$ cat config.mk
export PLATFORM = sky130hd
export DESIGN_NAME = pfla_pool_calc
export DESIGN_NICKNAME = d
export VERILOG_FILES = /design/src/design/pfla_pkg.sv /design/src/design/pfla_pool_calc.sv
export SDC_FILE = /design/constraint.sdc
export NUM_CORES = 1
export LEC_CHECK = 0
export ABC_AREA = 1
export BUFFER_PORTS_ARGS = -buffer_cell sky130_fd_sc_hd__buf_2
export CAP_MARGIN = 10
export CORE_ASPECT_RATIO = 1.25
export CORE_MARGIN = 4
export CORE_UTILIZATION = 55
export DETAILED_ROUTE_END_ITERATION = 12
export PLACE_DENSITY_LB_ADDON = 0.12
export SYNTH_ARGS = -nofsm -noshare
export SYNTH_HDL_FRONTEND = slang
export SYNTH_SLANG_ARGS = --single-unit
$ cat constraint.sdc
create_clock -name vclk -period 8.6
set_input_delay 1.72 -clock vclk [all_inputs]
set_output_delay 1.72 -clock vclk [all_outputs]
set_load 0.05 [all_outputs]
$ cat src/design/pfla_pkg.sv
// Shared constants for the LIFO free-page allocator: defaults for sizing,
// command, status and CSR index codes. No dependencies.
package pfla_pkg;

   localparam int PFLA_MAX_PAGES  = 32768;
   localparam int PFLA_PAGE_BYTES = 4096;
   localparam int PFLA_ADDR_BITS  = 34;

   localparam int FREE_W   = 16;
   localparam int CMD_W    = 2;
   localparam int STATUS_W = 2;
   localparam int CSR_IDX_W = 1;

   localparam logic [CMD_W-1:0] CMD_ALLOC = 2'd0;
   localparam logic [CMD_W-1:0] CMD_FREE  = 2'd1;
   localparam logic [CMD_W-1:0] CMD_INIT  = 2'd2;

   localparam logic [STATUS_W-1:0] ST_OK    = 2'd0;
   localparam logic [STATUS_W-1:0] ST_EMPTY = 2'd1;
   localparam logic [STATUS_W-1:0] ST_BAD   = 2'd2;
   localparam logic [STATUS_W-1:0] ST_FULL  = 2'd3;

   localparam logic [CSR_IDX_W-1:0] CSR_POOL_BASE = 1'b0;
   localparam logic [CSR_IDX_W-1:0] CSR_POOL_TOP  = 1'b1;

endpackage

$ cat src/design/pfla_pool_calc.sv
// Pool geometry for the init command: first whole page at or above the
// base, and page count clamped to the store size. Depends on pfla_pkg.
module pfla_pool_calc import pfla_pkg::*; #(
   parameter int MAX_PAGES  = PFLA_MAX_PAGES,
   parameter int PAGE_BYTES = PFLA_PAGE_BYTES,
   parameter int ADDR_BITS  = PFLA_ADDR_BITS
) (
   input  logic [ADDR_BITS-1:0]                               pool_base,
   input  logic [ADDR_BITS-1:0]                               pool_top,
   output logic [ADDR_BITS-$clog2(PAGE_BYTES)-1:0]            first_page,
   output logic [$clog2(MAX_PAGES+1)-1:0]                     page_count,
   output logic                                               clamped
);

   localparam int PAGE_SHIFT = $clog2(PAGE_BYTES);
   localparam int PNW        = ADDR_BITS - PAGE_SHIFT;
   localparam int CNT_W      = $clog2(MAX_PAGES + 1);
   localparam int SPAN_W     = (PNW + 1 > CNT_W) ? PNW + 1 : CNT_W;

   logic [ADDR_BITS:0]  base_up;
   logic [PNW:0]        first_w;
   logic [PNW:0]        last_w;
   logic [PNW:0]        span;
   logic [SPAN_W-1:0]   span_x;

   always_comb begin
      // round the base up to a page boundary
      base_up = {1'b0, pool_base} + (ADDR_BITS + 1)'(PAGE_BYTES - 1);
      first_w = base_up[ADDR_BITS:PAGE_SHIFT];
      last_w  = {1'b0, pool_top[ADDR_BITS-1:PAGE_SHIFT]};
      if (last_w > first_w) begin
         span = last_w - first_w;
      end else begin
         span = '0;
      end
      span_x     = SPAN_W'(span);
      clamped    = span_x > SPAN_W'(MAX_PAGES);
      page_count = clamped ? CNT_W'(MAX_PAGES) : CNT_W'(span_x);
      first_page = first_w[PNW-1:0];
   end

endmodule

; ---- After elaboration in Yosys (flattened, before gate mapping)
; Cells that the tools add are included.
[word_totals]
regBits = 0
input_bits = 68
output_inout_bits = 39
elab_cells = 6
[op_classes]
n_addsub = 2
n_lt_le_gt_ge = 2
mux = 2
[op_table]
columns = operator, count
row1 = 34-bit by 12-bit adder with 35-bit output (second input constant), 1
row2 = 22-bit by 23-bit > comparator with 1-bit output, 1
row3 = 23-bit by 16-bit > comparator with 1-bit output (second input constant), 1
row4 = 23-bit two-way mux, 1
row5 = 22-bit by 23-bit subtractor with 23-bit output, 1
row6 = 16-bit two-way mux, 1

; ---- Logic depth before layout (Yosys ltp)
[depth]
word_depth = 5
depth_mapped = 32
mapped_depth_nobuf = 31

; ---- Worst setup path before layout
; Ideal clock, no wire load.
[synth_timing]
path_kind = input-to-output
from = input port pool_base[12]
to = output port page_count[0]
arrival_ps = 6203
required_ps = 6880
path_slack_ps = 677
stages = 28
cell_sequence = nand2_1 > nor2_8 > nand4_4 > inv_1 > nand2_1 > inv_1 > nand2_1 > nor2_1 > inv_1 > nor2_1 > xor2_1 > inv_1 > ha_1 > nand2_1 > nor2_1 > nand2_1 > inv_1 > nand3_1 > nor3_1 > and3_1 > inv_2 > nand2_4 > inv_4 > nand2_1 > nand3_1 > nor2_2 > nand2_4 > a21oi_1
[synth_between]
elab_chain_cells = 5
[synth_rtl]
columns = item, line
row1 = from (decl), pfla_pool_calc.sv:8  ; input logic [ADDR_BITS-1:0] pool_base,
row2 = 34-bit by 12-bit adder with 35-bit output (*), pfla_pool_calc.sv:28  ; base_up = {1'b0, pool_base} + (ADDR_BITS + 1)'(PAGE_BYTES - 1);
row3 = via first_page[15], pfla_pool_calc.sv:10  ; output logic [ADDR_BITS-$clog2(PAGE_BYTES)-1:0] first_page,
row4 = 22-bit by 23-bit subtractor with 23-bit output or 22-bit by 23-bit > comparator with 1-bit output (tied branches), "pfla_pool_calc.sv:32, pfla_pool_calc.sv:31"
row5 = 23-bit two-way mux (*), pfla_pool_calc.sv:31  ; if (last_w > first_w) begin
row6 = 23-bit by 16-bit > comparator with 1-bit output, pfla_pool_calc.sv:37  ; clamped = span_x > SPAN_W'(MAX_PAGES);
row7 = 16-bit two-way mux (*), pfla_pool_calc.sv:38  ; page_count = clamped ? CNT_W'(MAX_PAGES) : CNT_W'(span_x);
row8 = to (decl), pfla_pool_calc.sv:11  ; output logic [$clog2(MAX_PAGES+1)-1:0] page_count,
; The timed path passes the listed nets; every way through them passes the cells marked *.

; ---- Worst setup path in the final report
[layout_timing]
from = input port pool_base[12]
to = output port page_count[3]
[layout_between]
elab_chain_cells = 5
[layout_rtl]
columns = item, line
row1 = 34-bit by 12-bit adder with 35-bit output (*), pfla_pool_calc.sv:28
row2 = 22-bit by 23-bit subtractor with 23-bit output or 22-bit by 23-bit > comparator with 1-bit output (tied branches), "pfla_pool_calc.sv:32, pfla_pool_calc.sv:31"
row3 = 23-bit two-way mux (*), pfla_pool_calc.sv:31
row4 = 23-bit by 16-bit > comparator with 1-bit output, pfla_pool_calc.sv:37
row5 = 16-bit two-way mux (*), pfla_pool_calc.sv:38
; Mark *: on every way between the ends. The rest lies on a longest branch, timed or not.

==> impl_metrics.ini <==
[final_layout]
antennaDiodeCount = 0
drive_gt1_share_pct = 27.5
register_area_um2 = 0
fillCellCount = 441
layout_common_cells = 122 x nand2_1, 95 x buf_2, 92 x inv_1, 41 x nor2_1, 35 x nand3_1
layout.nets = 650
clkbuf_count = 0
seq_cell_count = 0
layout_commonest_cell = nand2_1
fin_util_pct = 69.5
syn_to_final_growth_pct = 20.2

[worst_hold_path]
hold_depth = 3
hold_path_class = input port to output pin
holdPathEnd = first_page[2]
holdCritStartpoint = pool_base[14]

[floorplan]
initial_utilization_pct = 57.8
core_area_mm2 = 0.00446
fp.dieArea_mm2 = 0.00586
io_pins = 107
fp-row-count = 27
die_y_um = 84.6
die_x_um = 69.2

[power_and_ir_drop]
power_density_mw_per_mm2 = 82.5
p_sw_mw = 0.178
vdd_drop_max_v = 0.0000394
pwr-share-comb_pct = 100.0
seq_power_share_pct = 0
intPower_mw = 0.0778
p_leak_nw = 1.86
swShare_pct = 69.6
clkPwrFrac_pct = 0

[critical_path]
crit_type = input port to output pin
slowest_delay_ns = 0.36
crit_fanout = 17
path_buf_inv = 9
worst_setup_path_start_kind = input port
worstPathRequired_ns = 6.88
crit_cells = 28
crit_slowest_cell = ha_1
worst_setup_path_end_kind = output pin
cp_top_family = simple AND/OR/NAND/NOR gates
arrival_ns = 5.99

[clock_tree]
ctsHoldBuffers = 0
post_cts_buffers = 0
cts_resized = 0

[flow_run]
maxCapViolCount = 0

[synth]
synth-compound-area-share_pct = 15.2
syn_nets = 556
synth_cells = 467
synthSimpleGateAreaFrac_pct = 52.5
synth_top_family_by_area = simple AND/OR/NAND/NOR gates
synth_mux_area_share_pct = 0
avgSynthCellArea_um2 = 5.52
seq_area_frac_synth_pct = 0
syn-cell-area_mm2 = 0.00258
yosysWarnings = 0
synth_xor_xnor_area_share_pct = 6.79
synth_fa_ha_area_share_pct = 10.5
yosysUniqueCellTypes = 40

[timing]
max_freq_mhz = 130
tightest_slew_ns = 0.435
slew_headroom_pct = 71.0
setup-violations-final = 0
holdWs_ns = 3.82
slew_viol_final = 0
fin_crit_sh_pct = 89.6
rsz0062_at_grt = no
hold_viol_final = 0
fin_crit_ns = 7.71
setup_tns_ns = 0

[placement]
place_congestion = 0.891
portBuffers = 95
hpwl_um = 6550

[global_route]
antenna_found_initial = 0
grt_util_met3_pct = 0.838
use_met1_pct = 28.4
grt_max_degree = 18
overflow = 0
grt_pass1_wl_um = 12100
groute.usage.overall_pct = 23.9
grt_pass1_vias = 2928
grt_busiest_layer = met2
grt.met2_usage_pct = 47.7

[outcome]
outcome = finished, final reports clean

[route]
drtIter0Drc = 141
vias = 3149
ant_nets = 0
dr.pass1.iters = 4
via_per_inst = 5.10
drc = 0
finalWirelength_um = 7280
wl_per_cell_um = 11.8
cell usage after synthesis (2+ instances only):
| master | count | area share (%) |
|---|---|---|
| buf_6 | 2 | 0.87 |
| o211ai_1 | 3 | 0.87 |
| nand3b_1 | 2 | 0.58 |
| inv_1 | 92 | 13 |
| nor2_1 | 41 | 6.0 |
| nand2_4 | 8 | 3.5 |
| nand2_1 | 122 | 18 |
| o21ai_0 | 8 | 1.6 |
| xor2_1 | 16 | 5.4 |
| nand2_2 | 14 | 3.4 |
| nand3_1 | 35 | 6.8 |
| nand3_2 | 5 | 1.9 |
| o21a_1 | 2 | 0.58 |
| nor3_1 | 4 | 0.78 |
| nor4_1 | 3 | 0.73 |
| nor2_2 | 3 | 0.73 |
| a21oi_2 | 12 | 4.1 |
| ha_1 | 20 | 9.7 |
| nand3_4 | 3 | 2.0 |
| nor2_4 | 4 | 1.7 |
| nand4_1 | 13 | 3.2 |
| xnor2_1 | 4 | 1.4 |
| o31ai_1 | 2 | 0.58 |
| or2_2 | 2 | 0.49 |
| inv_2 | 3 | 0.44 |
| o21bai_1 | 3 | 0.87 |
| a21oi_1 | 27 | 5.2 |
| nor3_2 | 2 | 0.78 |
power by group through the flow:
stage	Combinational (mW)	Clock [mW]	Sequential [mW]
after global routing	0.282	0	0
after floorplan	0.197	0	0
after detailed placement	0.255	0	0
final	0.256	0	0
after global placement	0.250	0	0
after CTS	0.256	0	0
layer usage:
metal | vias to the layer above | wire length (um)
met1 | 1374 | 3070
li1 | 1683 | -
met2 | 86 | 3750
met5 | - | 0
met3 | 6 | 409
met4 | 0 | 38
worst max path at each step:
| stage | start | end | slack (ns) |
|---|---|---|---|
| CTS | pool_base[12] | page_count[3] | 0.93 |
| global route | pool_base[13] | page_count[2] | 0.48 |
| finish | pool_base[12] | page_count[3] | 0.89 |
| global placement | pool_base[12] | page_count[3] | 1.06 |
| floorplan | pool_base[12] | page_count[0] | 0.68 |
| detailed placement | pool_base[12] | page_count[3] | 0.94 |
stage by stage:
step | area [um^2] | instances | worst slack [ns] | power, mW
2_1_floorplan | 2580 | 467 | 0.677 | 0.197
6_report | 3100 | 617 | 0.892 | 0.256
5_1_grt | 3100 | 617 | 0.478 | 0.282
4_1_cts | 3100 | 617 | 0.929 | 0.256
3_3_place_gp | 3100 | 617 | 1.06 | 0.250
3_5_place_dp | 3100 | 617 | 0.935 | 0.255
layout make-up:
type	count	area, um^2	share of cell area [%]
multi-input combinational	368	2190	70.6
timing repair buffer	95	475	15.3
inverter	96	363	11.7
tap	58	72.6	2.34
logic make-up (layout without fill, tap and decap cells):
kind of cell / count (synthesis) / in the layout
buffers and inverters: 99 / 191
xor gates and xnor gates: 20 / 20
adders and majority gates: 21 / 21
AOI/OAI and AO/OA: 62 / 62
and+or+nand+nor: 265 / 265
Power figures use the tool's default switching activity.
